--- src/rtl/core/stwq_pkg.sv ---
package stwq_pkg;

   // Fixed field widths
   localparam int ID_BITS       = 4;
   localparam int ID_SLOTS      = 16;
   localparam int TICK_BITS     = 32;
   localparam int KEY_PORT_BITS = 32;

   // Defaults for the top-level parameters
   localparam int DEFAULT_CAPACITY = 16;
   localparam int DEFAULT_KEY_BITS = 32;

   typedef enum logic [1:0] {
      OP_DEADLINE = 2'd0,
      OP_TIMER    = 2'd1,
      OP_POP      = 2'd2,
      OP_REMOVE   = 2'd3
   } op_type;

   typedef enum logic [2:0] {
      ST_OK         = 3'd0,
      ST_EMPTY      = 3'd1,
      ST_NOT_FOUND  = 3'd2,
      ST_ZERO_DELAY = 3'd3,
      ST_FULL       = 3'd4,
      ST_ALREADY    = 3'd5
   } status_type;

   // Controller to datapath commands
   typedef struct packed {
      logic load;    // capture the accepted request
      logic commit;  // apply it and write the response register
   } cmd_type;

endpackage

--- src/rtl/core/stwq_ctrl.sv ---
module stwq_ctrl (
   input  logic              clock,
   input  logic              reset,
   input  logic              req_valid,
   output logic              req_ready,
   output logic              rsp_valid,
   input  logic              rsp_ready,
   output stwq_pkg::cmd_type cmd
);
   import stwq_pkg::*;

   typedef enum logic [1:0] {
      S_IDLE = 2'b01,
      S_EXEC = 2'b10
   } state_type;

   state_type state_ff, state_in;
   logic      rsp_valid_ff, rsp_valid_in;
   logic      can_commit;

   // Result slot is free when empty or being drained this cycle
   assign can_commit = !rsp_valid_ff || rsp_ready;

   always_comb begin
      state_in     = state_ff;
      rsp_valid_in = rsp_valid_ff && !rsp_ready;
      cmd          = '0;
      req_ready    = 1'b0;
      unique case (state_ff)
         S_IDLE: begin
            req_ready = 1'b1;
            if (req_valid) begin
               cmd.load = 1'b1;
               state_in = S_EXEC;
            end
         end
         S_EXEC: begin
            if (can_commit) begin
               cmd.commit   = 1'b1;
               rsp_valid_in = 1'b1;
               state_in     = S_IDLE;
            end
         end
         default: begin
            state_in = S_IDLE;
         end
      endcase
   end

   always_ff @(posedge clock) begin
      if (reset) begin
         state_ff     <= S_IDLE;
         rsp_valid_ff <= 1'b0;
      end else begin
         state_ff     <= state_in;
         rsp_valid_ff <= rsp_valid_in;
      end
   end

   assign rsp_valid = rsp_valid_ff;

endmodule

--- src/rtl/core/stwq_datapath.sv ---
module stwq_datapath #(
   parameter int CAPACITY = stwq_pkg::DEFAULT_CAPACITY,
   parameter int KEY_BITS = stwq_pkg::DEFAULT_KEY_BITS
) (
   input  logic                               clock,
   input  logic                               reset,
   input  stwq_pkg::cmd_type                  cmd,
   input  logic [1:0]                         req_operation,
   input  logic [stwq_pkg::ID_BITS-1:0]       req_task_id,
   input  logic [stwq_pkg::TICK_BITS-1:0]     req_deadline_key,
   input  logic [stwq_pkg::TICK_BITS-1:0]     req_delay_ticks,
   input  logic [stwq_pkg::TICK_BITS-1:0]     req_now_tick,
   output logic [2:0]                         rsp_status,
   output logic                               rsp_taken_valid,
   output logic [stwq_pkg::ID_BITS-1:0]       rsp_taken_id,
   output logic [stwq_pkg::KEY_PORT_BITS-1:0] rsp_taken_key,
   output logic                               rsp_head_valid,
   output logic [stwq_pkg::ID_BITS-1:0]       rsp_head_id,
   output logic [stwq_pkg::KEY_PORT_BITS-1:0] rsp_head_key,
   output logic [$clog2(CAPACITY+1)-1:0]      rsp_queued
);
   import stwq_pkg::*;

   localparam int CW = $clog2(CAPACITY + 1);

   // Captured request
   op_type               op_ff;
   logic [ID_BITS-1:0]   id_ff;
   logic [KEY_BITS-1:0]  key_ff;
   logic                 zero_ff;
   logic [TICK_BITS:0]   timer_sum;
   logic [KEY_BITS-1:0]  key_sel;

   // Sorted entry row
   logic [ID_BITS-1:0]   ids_ff  [CAPACITY];
   logic [KEY_BITS-1:0]  keys_ff [CAPACITY];
   logic [ID_BITS-1:0]   ids_in  [CAPACITY];
   logic [KEY_BITS-1:0]  keys_in [CAPACITY];
   logic [CW-1:0]        count_ff, count_in;
   logic [ID_SLOTS-1:0]  present_ff, present_in;

   logic [CAPACITY-1:0]  le;     // entry key <= new key
   logic [CAPACITY-1:0]  match;  // entry holds the named task
   logic [CAPACITY-1:0]  gone;   // at or past the removed entry

   status_type           status;
   logic                 do_insert, do_shift, is_pop;

   assign timer_sum = {1'b0, req_now_tick} + {1'b0, req_delay_ticks};
   assign key_sel   = (op_type'(req_operation) == OP_TIMER) ? KEY_BITS'(timer_sum)
                                                             : KEY_BITS'(req_deadline_key);

   always_ff @(posedge clock) begin
      if (cmd.load) begin
         op_ff   <= op_type'(req_operation);
         id_ff   <= req_task_id;
         key_ff  <= key_sel;
         zero_ff <= (req_delay_ticks == '0);
      end
   end

   // Per-cell compare and shift
   for (genvar i = 0; i < CAPACITY; i++) begin : g_cell
      logic valid;
      assign valid    = CW'(i) < count_ff;
      assign le[i]    = valid && (keys_ff[i] <= key_ff);
      assign match[i] = valid && (ids_ff[i] == id_ff);

      logic               take_new;
      logic [ID_BITS-1:0] ins_id, shl_id;
      logic [KEY_BITS-1:0] ins_key, shl_key;

      if (i == 0) begin : g_head
         assign gone[i]  = match[i];
         assign take_new = 1'b1;
         assign ins_id   = id_ff;
         assign ins_key  = key_ff;
      end else begin : g_body
         assign gone[i]  = gone[i-1] | match[i];
         assign take_new = le[i-1];
         assign ins_id   = take_new ? id_ff  : ids_ff[i-1];
         assign ins_key  = take_new ? key_ff : keys_ff[i-1];
      end

      if (i == CAPACITY - 1) begin : g_tail
         assign shl_id  = ids_ff[i];
         assign shl_key = keys_ff[i];
      end else begin : g_mid
         assign shl_id  = ids_ff[i+1];
         assign shl_key = keys_ff[i+1];
      end

      always_comb begin
         ids_in[i]  = ids_ff[i];
         keys_in[i] = keys_ff[i];
         if (do_insert && !le[i]) begin
            ids_in[i]  = ins_id;
            keys_in[i] = ins_key;
         end else if (do_shift && (is_pop || gone[i])) begin
            ids_in[i]  = shl_id;
            keys_in[i] = shl_key;
         end
      end
   end

   // Operation decode
   always_comb begin
      status     = ST_OK;
      do_insert  = 1'b0;
      do_shift   = 1'b0;
      is_pop     = 1'b0;
      count_in   = count_ff;
      present_in = present_ff;
      unique case (op_ff) inside
         OP_DEADLINE, OP_TIMER: begin
            if (op_ff == OP_TIMER && zero_ff) begin
               status = ST_ZERO_DELAY;
            end else if (present_ff[id_ff]) begin
               status = ST_ALREADY;
            end else if (count_ff == CW'(CAPACITY)) begin
               status = ST_FULL;
            end else begin
               do_insert         = 1'b1;
               count_in          = count_ff + CW'(1);
               present_in[id_ff] = 1'b1;
            end
         end
         OP_POP: begin
            if (count_ff == '0) begin
               status = ST_EMPTY;
            end else begin
               do_shift              = 1'b1;
               is_pop                = 1'b1;
               count_in              = count_ff - CW'(1);
               present_in[ids_ff[0]] = 1'b0;
            end
         end
         OP_REMOVE: begin
            if (count_ff == '0) begin
               status = ST_EMPTY;
            end else if (!present_ff[id_ff]) begin
               status = ST_NOT_FOUND;
            end else begin
               do_shift          = 1'b1;
               count_in          = count_ff - CW'(1);
               present_in[id_ff] = 1'b0;
            end
         end
         default: begin
            status = ST_OK;
         end
      endcase
   end

   always_ff @(posedge clock) begin
      if (reset) begin
         count_ff   <= '0;
         present_ff <= '0;
      end else if (cmd.commit) begin
         count_ff   <= count_in;
         present_ff <= present_in;
      end
   end

   always_ff @(posedge clock) begin
      if (cmd.commit) begin
         for (int i = 0; i < CAPACITY; i++) begin
            ids_ff[i]  <= ids_in[i];
            keys_ff[i] <= keys_in[i];
         end
      end
   end

   // Response register
   always_ff @(posedge clock) begin
      if (cmd.commit) begin
         rsp_status      <= status;
         rsp_taken_valid <= is_pop;
         rsp_taken_id    <= is_pop ? ids_ff[0] : '0;
         rsp_taken_key   <= is_pop ? KEY_PORT_BITS'(keys_ff[0]) : '0;
         rsp_head_valid  <= (count_in != '0);
         rsp_head_id     <= (count_in != '0) ? ids_in[0] : '0;
         rsp_head_key    <= (count_in != '0) ? KEY_PORT_BITS'(keys_in[0]) : '0;
         rsp_queued      <= count_in;
      end
   end

endmodule

--- src/rtl/core/sorted_task_wait_queue_top.sv ---
// Sorted task wait queue: task ids held in ascending key order, equal keys FIFO.
// Flow: capture at the accepting edge, then apply and register the response
//   once the output register is free. One request in flight; the next request is
//   taken while a response still waits in the output register.
// Reset (synchronous, active high) empties the queue and clears the present map.
module sorted_task_wait_queue_top #(
   parameter int CAPACITY = stwq_pkg::DEFAULT_CAPACITY,
   parameter int KEY_BITS = stwq_pkg::DEFAULT_KEY_BITS
) (
   input  logic                               clock,
   input  logic                               reset,
   // request channel
   input  logic                               req_valid,
   output logic                               req_ready,
   input  logic [1:0]                         req_operation,
   input  logic [stwq_pkg::ID_BITS-1:0]       req_task_id,
   input  logic [stwq_pkg::TICK_BITS-1:0]     req_deadline_key,
   input  logic [stwq_pkg::TICK_BITS-1:0]     req_delay_ticks,
   input  logic [stwq_pkg::TICK_BITS-1:0]     req_now_tick,
   // response channel
   output logic                               rsp_valid,
   input  logic                               rsp_ready,
   output logic [2:0]                         rsp_status,
   output logic                               rsp_taken_valid,
   output logic [stwq_pkg::ID_BITS-1:0]       rsp_taken_id,
   output logic [stwq_pkg::KEY_PORT_BITS-1:0] rsp_taken_key,
   output logic                               rsp_head_valid,
   output logic [stwq_pkg::ID_BITS-1:0]       rsp_head_id,
   output logic [stwq_pkg::KEY_PORT_BITS-1:0] rsp_head_key,
   output logic [$clog2(CAPACITY+1)-1:0]      rsp_queued
);
   import stwq_pkg::*;

   cmd_type cmd;

   // Controller: accepts a request in idle, moves to exec and applies it there as
   // soon as the response register is free or being drained.
   stwq_ctrl u_ctrl (
      .clock     (clock),
      .reset     (reset),
      .req_valid (req_valid),
      .req_ready (req_ready),
      .rsp_valid (rsp_valid),
      .rsp_ready (rsp_ready),
      .cmd       (cmd)
   );

   // Datapath: a row of cells, each comparing its key with the new one and
   // shifting right on insert or left on pop/remove.
   stwq_datapath #(
      .CAPACITY (CAPACITY),
      .KEY_BITS (KEY_BITS)
   ) u_datapath (
      .clock            (clock),
      .reset            (reset),
      .cmd              (cmd),
      .req_operation    (req_operation),
      .req_task_id      (req_task_id),
      .req_deadline_key (req_deadline_key),
      .req_delay_ticks  (req_delay_ticks),
      .req_now_tick     (req_now_tick),
      .rsp_status       (rsp_status),
      .rsp_taken_valid  (rsp_taken_valid),
      .rsp_taken_id     (rsp_taken_id),
      .rsp_taken_key    (rsp_taken_key),
      .rsp_head_valid   (rsp_head_valid),
      .rsp_head_id      (rsp_head_id),
      .rsp_head_key     (rsp_head_key),
      .rsp_queued       (rsp_queued)
   );

endmodule

--- config.mk ---
export PLATFORM = sky130hd
export DESIGN_NAME = sorted_task_wait_queue_top
export DESIGN_NICKNAME = d
export VERILOG_FILES = /design/src/rtl/core/stwq_pkg.sv /design/src/rtl/core/stwq_ctrl.sv /design/src/rtl/core/stwq_datapath.sv /design/src/rtl/core/sorted_task_wait_queue_top.sv
export SDC_FILE = /design/constraint.sdc
export NUM_CORES = 2
export LEC_CHECK = 0
export BUFFER_PORTS_ARGS = -buffer_cell sky130_fd_sc_hd__clkbuf_2
export CORE_MARGIN = 4
export CORE_UTILIZATION = 55
export CTS_CLUSTER_SIZE = 14
export DETAILED_ROUTE_END_ITERATION = 8
export PLACE_DENSITY = 0.76
export SLEW_MARGIN = 10
export SYNTH_ARGS = -nofsm -noshare
export SYNTH_HDL_FRONTEND = slang
export SYNTH_SLANG_ARGS = --single-unit
--- constraint.sdc ---
create_clock -name clock -period 8.6 [get_ports clock]
set_input_delay 0.43 -clock clock [delete_from_list [all_inputs] [get_ports clock]]
set_output_delay 0.43 -clock clock [all_outputs]
set_load 0.01 [all_outputs]
==> out/qor.csv <==
stage;metric;value;unit
run_status;status;complete, no violations;
layout;count of nets after finishing;5597;
detailed_routing;drt wl/cell;22.3;um
min_path;Hold Path End;u_datapath.g_cell[0].ins_key[9]$_DFFE_PP_;
timing;Worst-Margin Slew;1.31;ns
critical_path;flop2flop setup slack;2.49;ns
cts;Bufs on Longest Clock Path;3;
synthesis;syn_nets;5543;
timing;Final Hold Fails;0;
synthesis;post-synth top area cell;edfxtp_1;
power_and_ir_drop;P_int;6.49;mW
cts;setup bufs post-CTS;0;
cts;CTS tree;done;
critical_path;slowest stage delay, CP;0.90;ns
synthesis;cell area after synthesis;0.0518;mm2
critical_path;arrival time worst endpoint;6.35;ns
global_routing;met3 Use GR;3.56;%
cts;Sink Count;721;
floorplanning;Die Width;315;um
detailed_routing;DRT Pass-1 Iters;6;
critical_path;worst setup path class;register to register;
power_and_ir_drop;Comb pwr share;16.0;%
global_routing;GR Util met2;45.0;%
cts;clk slew on worst S/H paths;0.06;ns
global_routing;Top Usage Layer GRT;met2;
layout;Filler Cells Inserted;7566;
floorplanning;Core Box Area;0.0933;mm2
critical_path;Worst path slowest cell;a21oi_4;
critical_path;startpoint types;register;
layout;share of layout cells above drive strength 1;17.5;%
global_routing;M1 GR Usage;37.4;%
critical_path;Reg-to-Reg Start;u_datapath.g_cell[0].ins_id[1]$_DFFE_PP_;
cts;CTS Buf Count;82;
min_path;class of the worst hold path;input pin to register;
critical_path;CP cell instances;buf_4 -> mux4_2 -> mux2_2 -> mux2_4 -> nor3_2 -> buf_4 -> nand2_1 -> nor2_4 -> buf_4 -> o21ai_0 -> a21oi_4;
floorplanning;initial core utilization;55.5;%
power_and_ir_drop;Max IR drop VDD;0.132;mV
synthesis;Synth top area share;40.4;%
synthesis;FFs w/ async S/R, synth;0;%
timing;Rel. slew slack;12.4;%
critical_path;most frequent CP cell;buf_4;
global_routing;largest net degree at the start of global routing;76;
power_and_ir_drop;pwr dens;157;mW/mm2
floorplanning;die height;315;um
global_routing;gr ovfl total;0;
placement;Port Buffer Count;189;
timing;RSZ-0062 raised after global routing;no;
synthesis;Synth Flop Type;edfxtp_1;
critical_path;r2r endpoint;u_datapath.keys_ff[1][100]$_DFFE_PP_;
timing;crit share post-route;71.0;%
global_routing;vias in the first global route;40100;
detailed_routing;DRC viols;0;
synthesis;sequential element share of the synthesized area;41.3;%
timing;Setup TNS;0;ns
global_routing;first-pass GRT wire length;221000;um
synthesis;Ys Warns;0;
layout;fin util;60.9;%
critical_path;WP data required;8.85;ns
power_and_ir_drop;LEAKAGE;21.6;nW
job;max_cap viols;0;
power_and_ir_drop;Net Sw Frac;27.4;%
cts;clock latency on the worst-skew pair;0.65;ns
timing;fin crit period;6.11;ns
critical_path;Worst path top cell family by delay;buffers and inverters;
synthesis;EDFF count, synth;697;
layout;P&R area growth vs syn;9.75;%
detailed_routing;Antenna Nets Post-Route;0;
timing;Slew Limit Fails;0;
floorplanning;FP Rows;112;
critical_path;CP max FO;75;
power_and_ir_drop;sequential cell fraction of total power;44.7;%
synthesis;Avg Cell Area, Syn;10.6;um2
min_path;hold_sp;req_deadline_key[9];
synthesis;Distinct cells, synth;84;
global_routing;Global Route Usage Sum;27.5;%
detailed_routing;via count;41000;
layout;most common cell after layout, fill and taps aside;edfxtp_1;
layout;# diodes;0;
cts;H-tree levels;3;
synthesis;top post-synthesis cells by area;edfxtp_1, ha_1, mux2_2, mux2i_1, a21oi_1;
synthesis;Post-Synthesis Cells;4889;
min_path;hold depth;3;
detailed_routing;Total Routed Length;140000;um
layout;most frequent cells in the layout;edfxtp_1, ha_1, a21oi_1;
detailed_routing;initial DRC count;4164;
critical_path;Reg2Reg Depth;11;
global_routing;antenna violations before repair;0;
floorplanning;# IOs;190;
timing;clk_skew;0.0287;ns
timing;Achievable Freq;164;MHz
critical_path;Crit. End Element;register;
placement;post-DP HPWL;106000;um
critical_path;worst path bufs/invs;3;
placement;RePlAce Congestion;0.935;
cts;CTS root buffer;clkbuf_16;
floorplanning;DIE AREA;0.0992;mm2
synthesis;Yosys reg bits;721;
power_and_ir_drop;Net Sw Power;2.45;mW
detailed_routing;DR vias/cell;6.54;
timing;Final setup viols;0;
power_and_ir_drop;clock power share;39.3;%
==> per-layer routing <==
metal  vias to the layer above  wire length (um)  share of wire (%)
li1                      19100                 -                  -
met1                     19700             60000                 43
met2                      1832             64400                 46
met3                       289             10100                7.2
met4                         0              5120                3.7
met5                         -                 0                  0
==> kinds of logic after synthesis <==
logic type	count (synthesis)	share of synthesized area, %
compound gates	1295	16.0
xor+xnor	85	1.44
fa+ha+maj	548	13.2
buf+inv	453	3.53
flops	721	41.3
mux	615	12.9
simple gates	1172	11.6
==> worst max-delay path by stage <==
stage,from,end,slack [ns],cells after the start
after global routing,u_datapath.g_cell[0].ins_id[1]$_DFFE_PP_,u_datapath.keys_ff[1][100]$_DFFE_PP_,2.16,11
after detailed placement,u_datapath.g_cell[0].ins_id[1]$_DFFE_PP_,u_datapath.keys_ff[1][105]$_DFFE_PP_,2.61,11
after CTS,u_datapath.g_cell[0].ins_id[1]$_DFFE_PP_,u_datapath.keys_ff[1][100]$_DFFE_PP_,2.61,11
after global placement,u_datapath.g_cell[0].ins_id[1]$_DFFE_PP_,u_datapath.keys_ff[1][105]$_DFFE_PP_,2.78,11
after floorplan,rsp_ready,u_datapath.ids_ff[1][12]$_DFFE_PP_,3.54,6
final,u_datapath.g_cell[0].ins_id[1]$_DFFE_PP_,u_datapath.keys_ff[1][100]$_DFFE_PP_,2.49,11
==> worst reg2reg max path: cells and delay by family (launching register included) <==
family,cells,cell delay [ns]
mux,3,1.20
simple gates,3,1.11
flops,1,0.83
buf+inv,3,1.38
compound gates,2,1.18
==> power groups by stage <==
| stage | sequential (mW) | combinational, mW | clock (mW) |
|---|---|---|---|
| finish | 4.00 | 1.43 | 3.51 |
| global route | 4.00 | 1.58 | 3.72 |
| CTS | 4.00 | 1.41 | 3.57 |
| detailed placement | 4.07 | 1.40 | 0 |
| global placement | 4.07 | 1.35 | 0 |
| floorplan | 4.03 | 1.03 | 0 |
==> synth_stat cells (all sizes together) (11+ instances only) <==
library cell,count
or3,11
mux2i,250
and4,15
a211oi,83
a31oi,63
clkbuf,251
xnor2,67
nor4,24
a21o,99
o21a,26
xor2,18
o32a,31
or4,11
nand2b,56
o21ai,322
and3,15
nand2,203
and2,44
nand3,189
nand4,218
ha,547
nor2,260
o22ai,19
o31ai,11
mux2,361
inv,115
buf,86
nor3,61
nor2b,42
edfxtp,697
a21oi,367
dfxtp,24
o211ai,179
==> area by class of cell <==
cell class / instances / area, um2 / area share [%]
clock buffer: 95 / 2120 / 3.73
inverter: 116 / 440 / 0.774
tap: 1254 / 1570 / 2.76
timing repair buffer: 307 / 1860 / 3.27
sequential: 721 / 21400 / 37.7
clock inverter: 57 / 559 / 0.983
multi-input combinational: 3715 / 28900 / 50.8
==> per-stage QoR <==
| stage | worst slack [ns] | power, mW | hold slack [ns] | instance area (um2) | std cells |
|---|---|---|---|---|---|
| floorplan | 3.54 | 5.06 | 0.481 | 51800 | 4889 |
| global placement | 2.78 | 5.41 | 0.498 | 54100 | 6106 |
| detailed placement | 2.61 | 5.47 | 0.510 | 54100 | 6106 |
| CTS | 2.61 | 8.97 | 0.0388 | 56800 | 6264 |
| global route | 2.16 | 9.30 | 0.0751 | 56900 | 6265 |
| finish | 2.49 | 8.94 | 0.0743 | 56900 | 6265 |
==> sequential cells by signal, indices dropped and copies added, names as in the netlist <==
register / flops
u_datapath.rsp_taken_valid: 1
u_datapath.g_cell.ins_key: 32
u_datapath.rsp_status: 3
u_datapath.keys_ff: 512
u_datapath.rsp_head_valid: 1
u_datapath.rsp_queued: 5
u_datapath.rsp_taken_key: 32
u_datapath.count_ff: 5
u_datapath.op_ff: 2
u_datapath.g_cell.ins_id: 4
u_datapath.rsp_head_key: 32
u_datapath.rsp_taken_id: 4
u_datapath.present_ff: 16
u_ctrl.state_ff: 2
u_datapath.ids_ff: 64
u_datapath.zero_ff: 1
u_datapath.rsp_head_id: 4
u_ctrl.rsp_valid: 1
==> repair_timing <==
action,CTS,global route
resized for setup,0,0
hold buffers,6,0
endpoints found under the hold margin,6,0
Power figures use the tool's default switching activity.
